## src/hdl/smr_pkg.sv

```systemverilog
// ----------------------------------------------------------------------------
// smr_pkg: shared types and constants
// Command codes, mixing constants and sequencer states of the feedback
// splitmix generator with ranged output.
// ----------------------------------------------------------------------------
package smr_pkg;

  // Command codes carried in the cmd field
  localparam logic [1:0] CMD_NEXT   = 2'd0;
  localparam logic [1:0] CMD_RANGE  = 2'd1;
  localparam logic [1:0] CMD_RESEED = 2'd2;

  // Golden-ratio increment and finalizer multipliers
  localparam logic [63:0] GAMMA_ADD = 64'h9e3779b97f4a7c15;
  localparam logic [63:0] MIX_MUL_A = 64'hbf58476d1ce4e5b9;
  localparam logic [63:0] MIX_MUL_B = 64'h94d049bb133111eb;

  // Sequencer states of the top level
  typedef enum logic [2:0] {
    S_IDLE,
    S_MIX1,
    S_WAIT1,
    S_MIX2,
    S_WAIT2,
    S_DIV,
    S_WAITD,
    S_DONE
  } smr_state_t;

endpackage

```

## src/hdl/smr_if.sv

```systemverilog
// ----------------------------------------------------------------------------
// smr_in_if / smr_out_if: request and result channels
// Valid/ready channels; a transfer happens when valid and ready are high.
// ----------------------------------------------------------------------------
interface smr_in_if;
  logic               valid;
  logic               ready;
  logic [1:0]         cmd;
  logic [63:0]        seed_value;
  logic signed [31:0] range_min;
  logic signed [31:0] range_max;

  modport source (output valid, cmd, seed_value, range_min, range_max, input ready);
  modport sink   (input valid, cmd, seed_value, range_min, range_max, output ready);
endinterface

interface smr_out_if;
  logic        valid;
  logic        ready;
  logic [63:0] value;
  logic        seed_changed;
  logic        range_error;

  modport source (output valid, value, seed_changed, range_error, input ready);
  modport sink   (input valid, value, seed_changed, range_error, output ready);
endinterface

```

## src/hdl/smr_mul.sv

```systemverilog
// ----------------------------------------------------------------------------
// smr_mul: iterative 64x64 multiplier, low 64 bits of the product
// One 32x32 multiplier is reused over three partial products; the
// cross terms only contribute their low halves to the upper word.
// ----------------------------------------------------------------------------
module smr_mul
  import smr_pkg::*;
(
  input  logic        clk,
  input  logic        rst,
  input  logic        start,
  input  logic [63:0] a,
  input  logic [63:0] b,
  output logic        done,
  output logic [63:0] product
);

  logic [63:0] a_r;
  logic [63:0] b_r;
  logic [63:0] pp;
  logic [63:0] acc;
  logic [1:0]  phase;
  logic        busy;
  logic [31:0] op_x;
  logic [31:0] op_y;
  logic [63:0] mul_full;

  // Pick the operand halves for the current partial product
  assign op_x     = (phase == 2'd2) ? a_r[63:32] : a_r[31:0];
  assign op_y     = (phase == 2'd1) ? b_r[63:32] : b_r[31:0];
  assign mul_full = op_x * op_y;
  assign product  = acc;

  // Control: four busy phases, then a done pulse
  always_ff @(posedge clk) begin
    if (rst) begin
      busy  <= 1'b0;
      phase <= 2'd0;
      done  <= 1'b0;
    end else begin
      done <= 1'b0;
      if (start) begin
        busy  <= 1'b1;
        phase <= 2'd0;
      end else if (busy) begin
        phase <= phase + 2'd1;
        if (phase == 2'd3) begin
          busy <= 1'b0;
          done <= 1'b1;
        end
      end
    end
  end

  // Datapath: register each partial product, accumulate it the cycle after
  always_ff @(posedge clk) begin
    if (start) begin
      a_r <= a;
      b_r <= b;
    end
    if (busy) begin
      pp <= mul_full;
      case (phase)
        2'd0:    acc <= acc;
        2'd1:    acc <= pp;
        default: acc <= acc + {pp[31:0], 32'd0};
      endcase
    end
  end

endmodule

```

## src/hdl/smr_mod.sv

```systemverilog
// ----------------------------------------------------------------------------
// smr_mod: serial remainder unit
// Restoring division of a 64-bit word by a 33-bit span, one quotient
// bit per cycle; only the remainder is kept.
// ----------------------------------------------------------------------------
module smr_mod
  import smr_pkg::*;
(
  input  logic        clk,
  input  logic        rst,
  input  logic        start,
  input  logic [63:0] dividend,
  input  logic [32:0] divisor,
  output logic        done,
  output logic [32:0] rem
);

  logic [63:0] dvd;
  logic [32:0] dsr;
  logic [6:0]  cnt;
  logic        busy;
  logic [33:0] trial;
  logic [33:0] diff;

  // Shift in the next dividend bit and try the subtraction
  assign trial = {rem, dvd[63]};
  assign diff  = trial - {1'b0, dsr};

  // Control: 64 iterations, then a done pulse
  always_ff @(posedge clk) begin
    if (rst) begin
      busy <= 1'b0;
      cnt  <= 7'd0;
      done <= 1'b0;
    end else begin
      done <= 1'b0;
      if (start) begin
        busy <= 1'b1;
        cnt  <= 7'd64;
      end else if (busy) begin
        cnt <= cnt - 7'd1;
        if (cnt == 7'd1) begin
          busy <= 1'b0;
          done <= 1'b1;
        end
      end
    end
  end

  // Datapath: keep the partial remainder below the divisor
  always_ff @(posedge clk) begin
    if (start) begin
      dvd <= dividend;
      dsr <= divisor;
      rem <= 33'd0;
    end else if (busy) begin
      dvd <= {dvd[62:0], 1'b0};
      if (trial >= {1'b0, dsr}) begin
        rem <= diff[32:0];
      end else begin
        rem <= trial[32:0];
      end
    end
  end

endmodule

```

## src/hdl/splitmix_feedback_rng_range_top.sv

```systemverilog
// ----------------------------------------------------------------------------
// splitmix_feedback_rng_range_top: feedback splitmix generator with range
// Adds the golden-ratio gamma to the seed, runs the two multiply-xorshift
// rounds, feeds the mix back as the seed and optionally reduces it into a
// signed inclusive range by a serial remainder; reseed loads a new seed.
//
//   channel  dir  signals
//   in_ch    in   valid, ready, cmd, seed_value, range_min, range_max
//   out_ch   out  valid, ready, value, seed_changed, range_error
//
// One request at a time. A next request makes two passes through the
// shared 4-phase multiplier; a range request adds a start state and the
// bit-serial remainder, both skipped when the bounds are inverted; a
// reseed goes straight to the result. Ready returns the cycle after the
// result loads into the output register.
// Reset clears the seed to zero and empties the output register.
// A stalled result holds in the output register; a new request is taken
// while it waits, and its result waits in turn until the output drains.
// ----------------------------------------------------------------------------
module splitmix_feedback_rng_range_top
  import smr_pkg::*;
(
  input  logic clk,
  input  logic rst,
  smr_in_if.sink    in_ch,
  smr_out_if.source out_ch
);

  smr_state_t  state;
  smr_state_t  state_next;

  logic [63:0] seed;
  logic [63:0] k;
  logic [1:0]  cmd;
  logic [31:0] lo;
  logic [32:0] span;
  logic        rerr;

  logic [63:0] res_value;
  logic        res_changed;
  logic        res_error;

  logic        mul_start;
  logic        mul_done;
  logic [63:0] mul_a;
  logic [63:0] mul_b;
  logic [63:0] mul_prod;
  logic        mod_start;
  logic        mod_done;
  logic [32:0] mod_rem;

  logic        in_xfer;
  logic        out_free;
  logic [63:0] mix_fin;
  logic [32:0] diff33;
  logic        bad_bounds;

  assign in_xfer    = in_ch.valid && in_ch.ready;
  assign out_free   = !out_ch.valid || out_ch.ready;
  assign mix_fin    = mul_prod ^ (mul_prod >> 31);
  assign bad_bounds = in_ch.range_max < in_ch.range_min;
  assign diff33     = {in_ch.range_max[31], in_ch.range_max}
                    - {in_ch.range_min[31], in_ch.range_min};

  // Operand selection for the two mixing rounds
  assign mul_a = (state == S_MIX1) ? (k ^ (k >> 30)) : (k ^ (k >> 27));
  assign mul_b = (state == S_MIX1) ? MIX_MUL_A : MIX_MUL_B;

  smr_mul u_mul (
    .clk     (clk),
    .rst     (rst),
    .start   (mul_start),
    .a       (mul_a),
    .b       (mul_b),
    .done    (mul_done),
    .product (mul_prod)
  );

  smr_mod u_mod (
    .clk      (clk),
    .rst      (rst),
    .start    (mod_start),
    .dividend (k),
    .divisor  (span),
    .done     (mod_done),
    .rem      (mod_rem)
  );

  // Next state
  always_comb begin
    state_next = state;
    case (state)
      S_IDLE: begin
        if (in_xfer) begin
          if (in_ch.cmd == CMD_NEXT || in_ch.cmd == CMD_RANGE) begin
            state_next = S_MIX1;
          end else begin
            state_next = S_DONE;
          end
        end
      end
      S_MIX1:  state_next = S_WAIT1;
      S_WAIT1: if (mul_done) state_next = S_MIX2;
      S_MIX2:  state_next = S_WAIT2;
      S_WAIT2: begin
        if (mul_done) begin
          state_next = (cmd == CMD_RANGE && !rerr) ? S_DIV : S_DONE;
        end
      end
      S_DIV:   state_next = S_WAITD;
      S_WAITD: if (mod_done) state_next = S_DONE;
      S_DONE:  if (out_free) state_next = S_IDLE;
      default: state_next = S_IDLE;
    endcase
  end

  // Sequencer outputs
  always_comb begin
    in_ch.ready = 1'b0;
    mul_start   = 1'b0;
    mod_start   = 1'b0;
    case (state)
      S_IDLE:  in_ch.ready = 1'b1;
      S_MIX1:  mul_start   = 1'b1;
      S_MIX2:  mul_start   = 1'b1;
      S_DIV:   mod_start   = 1'b1;
      default: ;
    endcase
  end

  always_ff @(posedge clk) begin
    if (rst) begin
      state <= S_IDLE;
    end else begin
      state <= state_next;
    end
  end

  // Seed register: reseed loads it, the second mixing round writes it back
  always_ff @(posedge clk) begin
    if (rst) begin
      seed <= 64'd0;
    end else if (state == S_IDLE && in_xfer && in_ch.cmd == CMD_RESEED) begin
      seed <= in_ch.seed_value;
    end else if (state == S_WAIT2 && mul_done) begin
      seed <= mix_fin;
    end
  end

  // Working registers and result staging
  always_ff @(posedge clk) begin
    case (state)
      S_IDLE: begin
        if (in_xfer) begin
          cmd         <= in_ch.cmd;
          lo          <= in_ch.range_min;
          span        <= diff33 + 33'd1;
          rerr        <= bad_bounds;
          k           <= seed + GAMMA_ADD;
          res_value   <= 64'd0;
          res_changed <= 1'b0;
          res_error   <= 1'b0;
          if (in_ch.cmd == CMD_RESEED) begin
            res_value   <= in_ch.seed_value;
            res_changed <= in_ch.seed_value != seed;
          end
        end
      end
      S_WAIT1: if (mul_done) k <= mul_prod;
      S_WAIT2: begin
        if (mul_done) begin
          k <= mix_fin;
          if (cmd == CMD_RANGE) begin
            res_value <= 64'd0;
            res_error <= rerr;
          end else begin
            res_value <= mix_fin;
          end
        end
      end
      S_WAITD: begin
        if (mod_done) begin
          res_value <= {{32{lo[31]}}, lo} + {31'd0, mod_rem};
        end
      end
      default: ;
    endcase
  end

  // Output register: load when the result is ready and the slot is free
  always_ff @(posedge clk) begin
    if (rst) begin
      out_ch.valid <= 1'b0;
    end else if (state == S_DONE && out_free) begin
      out_ch.valid <= 1'b1;
    end else if (out_ch.ready) begin
      out_ch.valid <= 1'b0;
    end
  end

  always_ff @(posedge clk) begin
    if (state == S_DONE && out_free) begin
      out_ch.value        <= res_value;
      out_ch.seed_changed <= res_changed;
      out_ch.range_error  <= res_error;
    end
  end

endmodule

```

## src/flat_wrapper.sv

```systemverilog
// flat-port wrapper written by rule: the top's interface ports become plain ports
module splitmix_feedback_rng_range_top_flat import smr_pkg::*;
  (clk, rst, in_ch_valid, in_ch_cmd, in_ch_seed_value, in_ch_range_min, in_ch_range_max, in_ch_ready, out_ch_valid, out_ch_value, out_ch_seed_changed, out_ch_range_error, out_ch_ready);
  smr_in_if in_ch_i ();
  smr_out_if out_ch_i ();
  input  logic clk;
  input  logic rst;
  input wire logic [$bits(in_ch_i.valid)-1:0] in_ch_valid;
  input wire logic [$bits(in_ch_i.cmd)-1:0] in_ch_cmd;
  input wire logic [$bits(in_ch_i.seed_value)-1:0] in_ch_seed_value;
  input wire logic [$bits(in_ch_i.range_min)-1:0] in_ch_range_min;
  input wire logic [$bits(in_ch_i.range_max)-1:0] in_ch_range_max;
  output wire logic [$bits(in_ch_i.ready)-1:0] in_ch_ready;
  output wire logic [$bits(out_ch_i.valid)-1:0] out_ch_valid;
  output wire logic [$bits(out_ch_i.value)-1:0] out_ch_value;
  output wire logic [$bits(out_ch_i.seed_changed)-1:0] out_ch_seed_changed;
  output wire logic [$bits(out_ch_i.range_error)-1:0] out_ch_range_error;
  input wire logic [$bits(out_ch_i.ready)-1:0] out_ch_ready;
  assign in_ch_i.valid = in_ch_valid;
  assign in_ch_i.cmd = in_ch_cmd;
  assign in_ch_i.seed_value = in_ch_seed_value;
  assign in_ch_i.range_min = in_ch_range_min;
  assign in_ch_i.range_max = in_ch_range_max;
  assign in_ch_ready = in_ch_i.ready;
  assign out_ch_valid = out_ch_i.valid;
  assign out_ch_value = out_ch_i.value;
  assign out_ch_seed_changed = out_ch_i.seed_changed;
  assign out_ch_range_error = out_ch_i.range_error;
  assign out_ch_i.ready = out_ch_ready;
  splitmix_feedback_rng_range_top u_core (.clk(clk), .rst(rst), .in_ch(in_ch_i), .out_ch(out_ch_i));
endmodule
```

## config.mk

```make
export PLATFORM = sky130hd
export DESIGN_NAME = splitmix_feedback_rng_range_top_flat
export DESIGN_NICKNAME = d
export VERILOG_FILES = /design/src/hdl/smr_pkg.sv /design/src/hdl/smr_if.sv /design/src/hdl/smr_mul.sv /design/src/hdl/smr_mod.sv /design/src/hdl/splitmix_feedback_rng_range_top.sv /design/src/flat_wrapper.sv
export SDC_FILE = /design/constraint.sdc
export NUM_CORES = 2
export LEC_CHECK = 0
export ABC_AREA = 0
export BUFFER_PORTS_ARGS = -buffer_cell sky130_fd_sc_hd__buf_2
export CAP_MARGIN = 40
export CORE_ASPECT_RATIO = 1.1
export CORE_MARGIN = 1
export CORE_UTILIZATION = 30
export DETAILED_ROUTE_END_ITERATION = 12
export PLACE_DENSITY = 0.42
export REMOVE_ABC_BUFFERS = 1
export SLEW_MARGIN = 10
export SYNTH_ARGS = -nofsm -noshare
export SYNTH_HDL_FRONTEND = slang
export SYNTH_SLANG_ARGS = --single-unit
```

## constraint.sdc

```tcl
create_clock -name clk -period 10 [get_ports clk]
set_clock_uncertainty 0.2 [all_clocks]
set_input_delay 0.5 -clock clk [delete_from_list [all_inputs] [get_ports clk]]
set_output_delay 0.5 -clock clk [all_outputs]
set_load 0.03 [all_outputs]
```

; ---- Word level (Yosys, flattened, before mapping)
; Index checks and enable logic that the tools add are counted.
[word_totals]
inputBits = 134
reg_bits = 731
elab_cells = 143
out_inout_bits = 68
[classes]
n_reduce_logical = 30
eq_ne = 21
bitwise = 6
muxes = 47
magnitude_cmp = 2
add_sub_neg = 8
mul = 1
[ops]
columns = operator, count
row1 = 64-bit 2-to-1 mux, 13
row2 = 64-bit case mux with 3 select lines, 2
row3 = 64-bit case mux with 2 select lines, 1
row4 = 64-bit adder, 1
row5 = "64-bit adder, second input constant", 1
row6 = 32-bit by 32-bit multiplier with 64-bit output, 1
row7 = 32-bit 2-to-1 mux, 2
row8 = 64-bit inequality test, 1
row9 = 64-bit by 33-bit XOR with 64-bit output, 1
row10 = 64-bit by 34-bit XOR with 64-bit output, 1
row11 = 64-bit by 37-bit XOR with 64-bit output, 1
row12 = 62-bit 2-to-1 mux, 1
row13 = 32-bit by 34-bit adder with 35-bit output, 1
row14 = 34-bit by 33-bit >= comparator with 1-bit output, 1
row15 = "33-bit by 1-bit adder with 33-bit output, second input constant", 1
row16 = 33-bit 2-to-1 mux, 1
row17 = 32-bit by 32-bit subtractor with 33-bit output, 1
row18 = 33-bit subtractor, 1
row19 = 32-bit < comparator, 1
row20 = 3-bit case mux with 8 select lines, 1
row21 = 3-bit 2-to-1 mux, 6
row22 = 1-bit 2-to-1 mux, 16
row23 = 7-bit 2-to-1 mux, 2
row24 = "3-bit equality test, second input constant", 4
row25 = 24 further kinds, 53

; ---- Logic depth before layout (Yosys ltp)
[depth]
word_depth = 6
ltp_mapped = 36
ltp_nobuf = 33

; ---- Modules after synthesis
; A second synthesis with hierarchy kept.
[unflattened]
cells_unflattened = 7291
area_unflattened_um2 = 72462.0
[modules_own_cells]
columns = module, area_per_inst_um2, seq_area_each_um2, cells_each, instances
row1 = smr_mul, 43580.5, 7767.4, 4483, 1
row2 = splitmix_feedback_rng_range_top, 21292.9, 9288.9, 2138, 1
row3 = smr_mod, 7588.5, 3753.6, 670, 1

; ---- Worst setup path after synthesis
; OpenSTA, ideal clock, no wires.
[synth_timing]
path_kind = register to register
from = register u_core.u_mul.phase[0]
to = register u_core.u_mul.pp[61] (data pin)
synth_period_minus_slack_ns = 8.908
required_time_ns = 9.537
slack_ns = 1.092
path_stages_with_launch = 30
t_arrival_ns = 8.445
path_buffers = 4
setup_time_ns = 0.263
path_cell_list = dfxtp_1 > inv_1 > ha_1 > clkbuf_1 > buf_2 > buf_1 > mux2_2 > clkinv_1 > nor2_1 > nor2_1 > fa_1 > fa_1 > fa_1 > fa_1 > inv_1 > fa_1 > fa_1 > fa_1 > inv_1 > fa_1 > inv_1 > ha_1 > clkbuf_1 > nand4_1 > or3_1 > o211ai_1 > nand2_1 > o31ai_4 > a311oi_1 > xnor2_1
[synth_via]
elab_chain_cells = 3
word_cells_on_any_way = 5
classes_between = mul: 1 / eq/ne: 2 / mux: 2
[synth_rtl]
columns = item, line_no
row1 = start: declaration, smr_mul.sv:22  ; logic [1:0] phase;
row2 = start signal: assignment, smr_mul.sv:46  ; phase <= phase + 2'd1;
row3 = 2-bit equality test or 2-bit by 1-bit equality test with 1-bit output (tied branches), "smr_mul.sv:29, smr_mul.sv:30"
row4 = "32-bit 2-to-1 mux, on equally long branches", "smr_mul.sv:29, smr_mul.sv:30"
row5 = 32-bit by 32-bit multiplier with 64-bit output (*), smr_mul.sv:31  ; assign mul_full = op_x * op_y;
row6 = named net u_core.u_mul.mul_full[61], smr_mul.sv:26  ; logic [63:0] mul_full;
row7 = end signal: assignment, smr_mul.sv:62  ; pp <= mul_full;
row8 = end: declaration, smr_mul.sv:20  ; logic [63:0] pp;
; The timed path passes the listed nets; every way through them passes the cells marked *.
; A chain may end at the register's enable or synchronous reset.

; ---- Worst setup path after layout
[layout_timing]
from = register u_core.u_mul.phase[0]
to = register u_core.u_mul.pp[62] (data pin)
; The elaborated chain is that of the path after synthesis.

==> impl_results.html <==
<table>
<tr><th>Metric</th><th>Value</th></tr>
<tr><th colspan="2">Setup path</th></tr>
<tr><td>Worst-path maximum fanout</td><td>20</td></tr>
<tr><td>Worst Path Required</td><td>just over 10000 ps</td></tr>
<tr><td>Most common cell type on the critical path</td><td>sky130_fd_sc_hd__fa_1</td></tr>
<tr><td>Critical path start-end classification</td><td>reg2reg</td></tr>
<tr><td>Slowest cell on crit path</td><td>sky130_fd_sc_hd__fa_1</td></tr>
<tr><td>Crit-path max cell delay</td><td>just over 600 ps</td></tr>
<tr><td>Startpoint type of the worst setup path</td><td>flop</td></tr>
<tr><td>Dominant delay contributor by cell family on the critical path</td><td>adder cells</td></tr>
<tr><td>Count of buffering cells on the critical path with inverters included</td><td>9</td></tr>
<tr><td>Crit path DAT</td><td>a little under 10000 ps</td></tr>
<tr><td>Critical Path Sink Type</td><td>flop</td></tr>
<tr><th colspan="2">Placed design</th></tr>
<tr><td>Placer Congestion</td><td>~0.94</td></tr>
<tr><td>Detailed placement HPWL</td><td>217.5 mm</td></tr>
<tr><td>Number of port buffers</td><td>around 200</td></tr>
<tr><td>Placed standard-cell area</td><td>71140 um^2</td></tr>
<tr><th colspan="2">CTS</th></tr>
<tr><td>Clock H-tree levels</td><td>3</td></tr>
<tr><td>TritonCTS clock tree</td><td>done</td></tr>
<tr><td>Maximum clock insertion buffer count</td><td>3</td></tr>
<tr><td>Clock insertion delay at the later pin of the skew report</td><td>670 ps</td></tr>
<tr><td>Clk slew on worst S/H paths</td><td>about 50 ps</td></tr>
<tr><td>CTS Buf Count</td><td>85</td></tr>
<tr><td>Library cell used as clock root buffer</td><td>sky130_fd_sc_hd__clkbuf_16</td></tr>
<tr><td>Number of clock sinks</td><td>between 600 and 700</td></tr>
<tr><th colspan="2">Route</th></tr>
<tr><td>Iteration-0 DRC count of the detailed router</td><td>around 3400</td></tr>
<tr><td>DRC violations left</td><td>0</td></tr>
<tr><td>Routed wire length per instance</td><td>around 27 um</td></tr>
<tr><td>Final wirelength</td><td>around 260 mm</td></tr>
<tr><td>Via-to-Cell Ratio</td><td>around 5.0</td></tr>
<tr><td>Detail Route Antenna Nets</td><td>0</td></tr>
<tr><td>Number of detailed-route iterations in the first pass</td><td>5</td></tr>
<tr><td>Vias after detailed routing</td><td>between 40000 and 50000</td></tr>
<tr><th colspan="2">Final layout</th></tr>
<tr><td>Summed area of non-filler cells in the final layout</td><td>75000 um^2</td></tr>
<tr><td>Share of layout cells above drive strength 1</td><td>0.1028</td></tr>
<tr><td>P&amp;R area growth vs syn</td><td>15.12%</td></tr>
<tr><td>Number of nets in the layout</td><td>slightly above 8000</td></tr>
<tr><td>Layout filler cell count</td><td>about 22000</td></tr>
<tr><th colspan="2">Hold path</th></tr>
<tr><td>Tightest Hold Check Type</td><td>in2reg</td></tr>
<tr><th colspan="2">Synth</th></tr>
<tr><td>Largest family of logic cells by synthesized area</td><td>adder cells</td></tr>
<tr><td>Avg Cell Area, Syn</td><td>roughly 10 um^2</td></tr>
<tr><td>Post-Synth Adder-Cell Area</td><td>0.3556</td></tr>
<tr><td>Synthesized cell area</td><td>between 60000 and 70000 um^2</td></tr>
<tr><td>Simple-gate share of the synthesized area</td><td>0.1018</td></tr>
<tr><td>Most used flip-flop cell after synthesis</td><td>sky130_fd_sc_hd__edfxtp_1</td></tr>
<tr><td>Sequential share of the synthesized area</td><td>0.2908</td></tr>
<tr><td>Top cell type by total area after synthesis</td><td>sky130_fd_sc_hd__fa_1</td></tr>
<tr><td>Multiplexer share of the synthesized area</td><td>0.01940</td></tr>
<tr><td>Synth Register Bits</td><td>669</td></tr>
<tr><td>Number of flops mapped to enable cells by yosys</td><td>555</td></tr>
<tr><td>Leading post-synthesis cells by instance count</td><td>sky130_fd_sc_hd__inv_1, sky130_fd_sc_hd__fa_1, sky130_fd_sc_hd__nand2_1</td></tr>
<tr><td>Top cell type's share of synthesized area</td><td>0.2599</td></tr>
<tr><td>Xor/xnor share of the synthesized area</td><td>0.05028</td></tr>
<tr><td>Number of cells produced by synthesis</td><td>around 6400</td></tr>
<tr><td>Complex-gate fraction of the synthesized area</td><td>0.1053</td></tr>
<tr><td>Share of flip-flops with an asynchronous set or reset after synthesis</td><td>0</td></tr>
<tr><td>Distinct cells, synth</td><td>94</td></tr>
<tr><td>Largest cells by area after synthesis</td><td>sky130_fd_sc_hd__fa_1, sky130_fd_sc_hd__edfxtp_1, sky130_fd_sc_hd__ha_1</td></tr>
<tr><td>Cell with the most instances after synthesis</td><td>sky130_fd_sc_hd__inv_1</td></tr>
<tr><td>Warnings, synthesis</td><td>0</td></tr>
<tr><th colspan="2">Die</th></tr>
<tr><td>Number of top-level pins</td><td>just over 200</td></tr>
<tr><td>Floorplan die height</td><td>slightly below 500 um</td></tr>
<tr><td>Overall die area</td><td>between 200000 and 250000 um^2</td></tr>
<tr><td>Die boundary width</td><td>~450 um</td></tr>
<tr><td>Standard-cell rows</td><td>approximately 180</td></tr>
<tr><td>Initial Util</td><td>0.3015</td></tr>
<tr><td>Area inside the core boundary</td><td>roughly 220000 um^2</td></tr>
<tr><th colspan="2">Global route</th></tr>
<tr><td>Vias in the first global route</td><td>51510</td></tr>
<tr><td>Wire length of the first global-routing pass</td><td>372.2 mm</td></tr>
<tr><td>Antenna violations before repair</td><td>17</td></tr>
<tr><td>Global route overflow</td><td>0</td></tr>
<tr><td>Maximum number of pins on one net before global-route repair</td><td>72</td></tr>
<tr><td>Total Routing Usage GR</td><td>0.2373</td></tr>
<tr><th colspan="2">Run</th></tr>
<tr><td>Count of maximum capacitance violations</td><td>0</td></tr>
<tr><th colspan="2">STA</th></tr>
<tr><td>Tightest Pin Transition</td><td>slightly above 900 ps</td></tr>
<tr><td>Tmin final</td><td>roughly 9600 ps</td></tr>
<tr><td>Final hold violations</td><td>0</td></tr>
<tr><td>Post-route fraction of the period consumed by the critical path</td><td>0.9594</td></tr>
<tr><td>Max Freq</td><td>~100 MHz</td></tr>
<tr><td>Fin. max-slew vios</td><td>0</td></tr>
<tr><td>Setup repair after global routing missed its margin</td><td>false</td></tr>
<tr><td>Relative slew slack</td><td>0.3901</td></tr>
<tr><td>Final setup violation count</td><td>0</td></tr>
<tr><th colspan="2">Status</th></tr>
<tr><td>Outcome</td><td>finished, final reports clean</td></tr>
</table>
==> layout by cell type (no fill, tap or decap), types with 57 or more instances in the layout <==
cell,n
sky130_fd_sc_hd__a211oi_1,63
sky130_fd_sc_hd__a21o_1,121
sky130_fd_sc_hd__a21oi_1,267
sky130_fd_sc_hd__buf_2,204
sky130_fd_sc_hd__buf_4,244
sky130_fd_sc_hd__clkbuf_16,88
sky130_fd_sc_hd__dfxtp_1,112
sky130_fd_sc_hd__dlygate4sd3_1,100
sky130_fd_sc_hd__edfxtp_1,555
sky130_fd_sc_hd__fa_1,846
sky130_fd_sc_hd__ha_1,496
sky130_fd_sc_hd__inv_1,1073
sky130_fd_sc_hd__mux2i_1,97
sky130_fd_sc_hd__nand2_1,722
sky130_fd_sc_hd__nor2_1,398
sky130_fd_sc_hd__o211ai_1,57
sky130_fd_sc_hd__o21ai_0,194
sky130_fd_sc_hd__xnor2_1,218
sky130_fd_sc_hd__xor2_1,156
==> layer usage <==
layer	track usage	up-vias	wire length [um]
met4	0.09215	8	11490
met3	0.02264	356	10550
met1	0.2973	24810	108000
met5	0	-	57
li1	-	21900	-
met2	0.4179	1326	131700
==> worst paths after layout <==
check | depth (start not counted) | start | endpoint | slack (ps)
max | 33 | u_core.u_mul.phase[0] | u_core.u_mul.pp[62] | 410
min | 3 | in_ch_seed_value[56] | u_core.res_value[56] | 50
max reg2reg | 33 | u_core.u_mul.phase[0] | u_core.u_mul.pp[62] | 410
min reg2reg | 0 | u_core.res_value[49] | u_core.out_ch.value[49] | 210
==> registers in the layout, summed over array words and instances, names as in the netlist, 3 cells and up <==
signal	flops
u_core.lo	32
u_core.k	64
u_core.state	3
u_core.seed	64
u_core.u_mod.dsr	33
u_core.u_mod.cnt	7
u_core.out_ch.value	64
u_core.u_mul.pp	64
u_core.res_value	64
u_core.span	33
u_core.u_mod.dvd	64
u_core.u_mul.a_r	64
u_core.u_mul.product	64
u_core.u_mod.rem	33
==> final cells by class <==
| class | instances | area, um^2 | area share |
|---|---|---|---|
| multi-input cells | 4387 | 41290 | 0.5505 |
| flip-flops and latches | 669 | 18950 | 0.2527 |
| well taps | 2896 | 3623 | 0.04831 |
| repair buffers | 566 | 4217 | 0.05622 |
| clock buffers | 105 | 2296 | 0.03061 |
| clock inverters | 50 | 505.5 | 0.006739 |
| inverters | 1090 | 4094 | 0.05458 |
| diodes | 11 | 27.53 | 0.0003670 |
==> worst min-delay path, stage by stage <==
cell and delay (ps):
sky130_fd_sc_hd__buf_2 140, sky130_fd_sc_hd__a22oi_1 80, sky130_fd_sc_hd__nand2_1 70
==> cell families after synthesis <==
logic type | Yosys count
simple gates | 1513
fa+ha+maj | 1344
xor+xnor | 374
mux | 123
flops | 669
buf+inv | 1317
compound gates | 1033
==> what timing repair did <==
| action | in CTS | in global routing |
|---|---|---|
| setup buffers | 0 | 0 |
| hold endpoints to repair | 148 | 0 |
| hold buffers | 100 | 0 |
| resized for setup | 0 | 1 |
| setup endpoints to repair | 0 | 1 |
==> per-stage QoR <==
step	utilization	setup WS, ps	instances	hold slack [ps]	TNS (ps)
floorplan	-	-816.0	6146	200.3	-18250
global placement	0.3282	368.0	9494	201.4	0
detailed placement	0.3292	367.2	9507	204.5	0
CTS	0.3468	320.7	9762	8.472	0
global route	0.3470	13.12	9769	55.86	0
finish	0.3470	405.9	9774	48.82	0
Power is not shown: default switching activity piles up to over one toggle a cycle in this logic, so the estimate is an artifact.
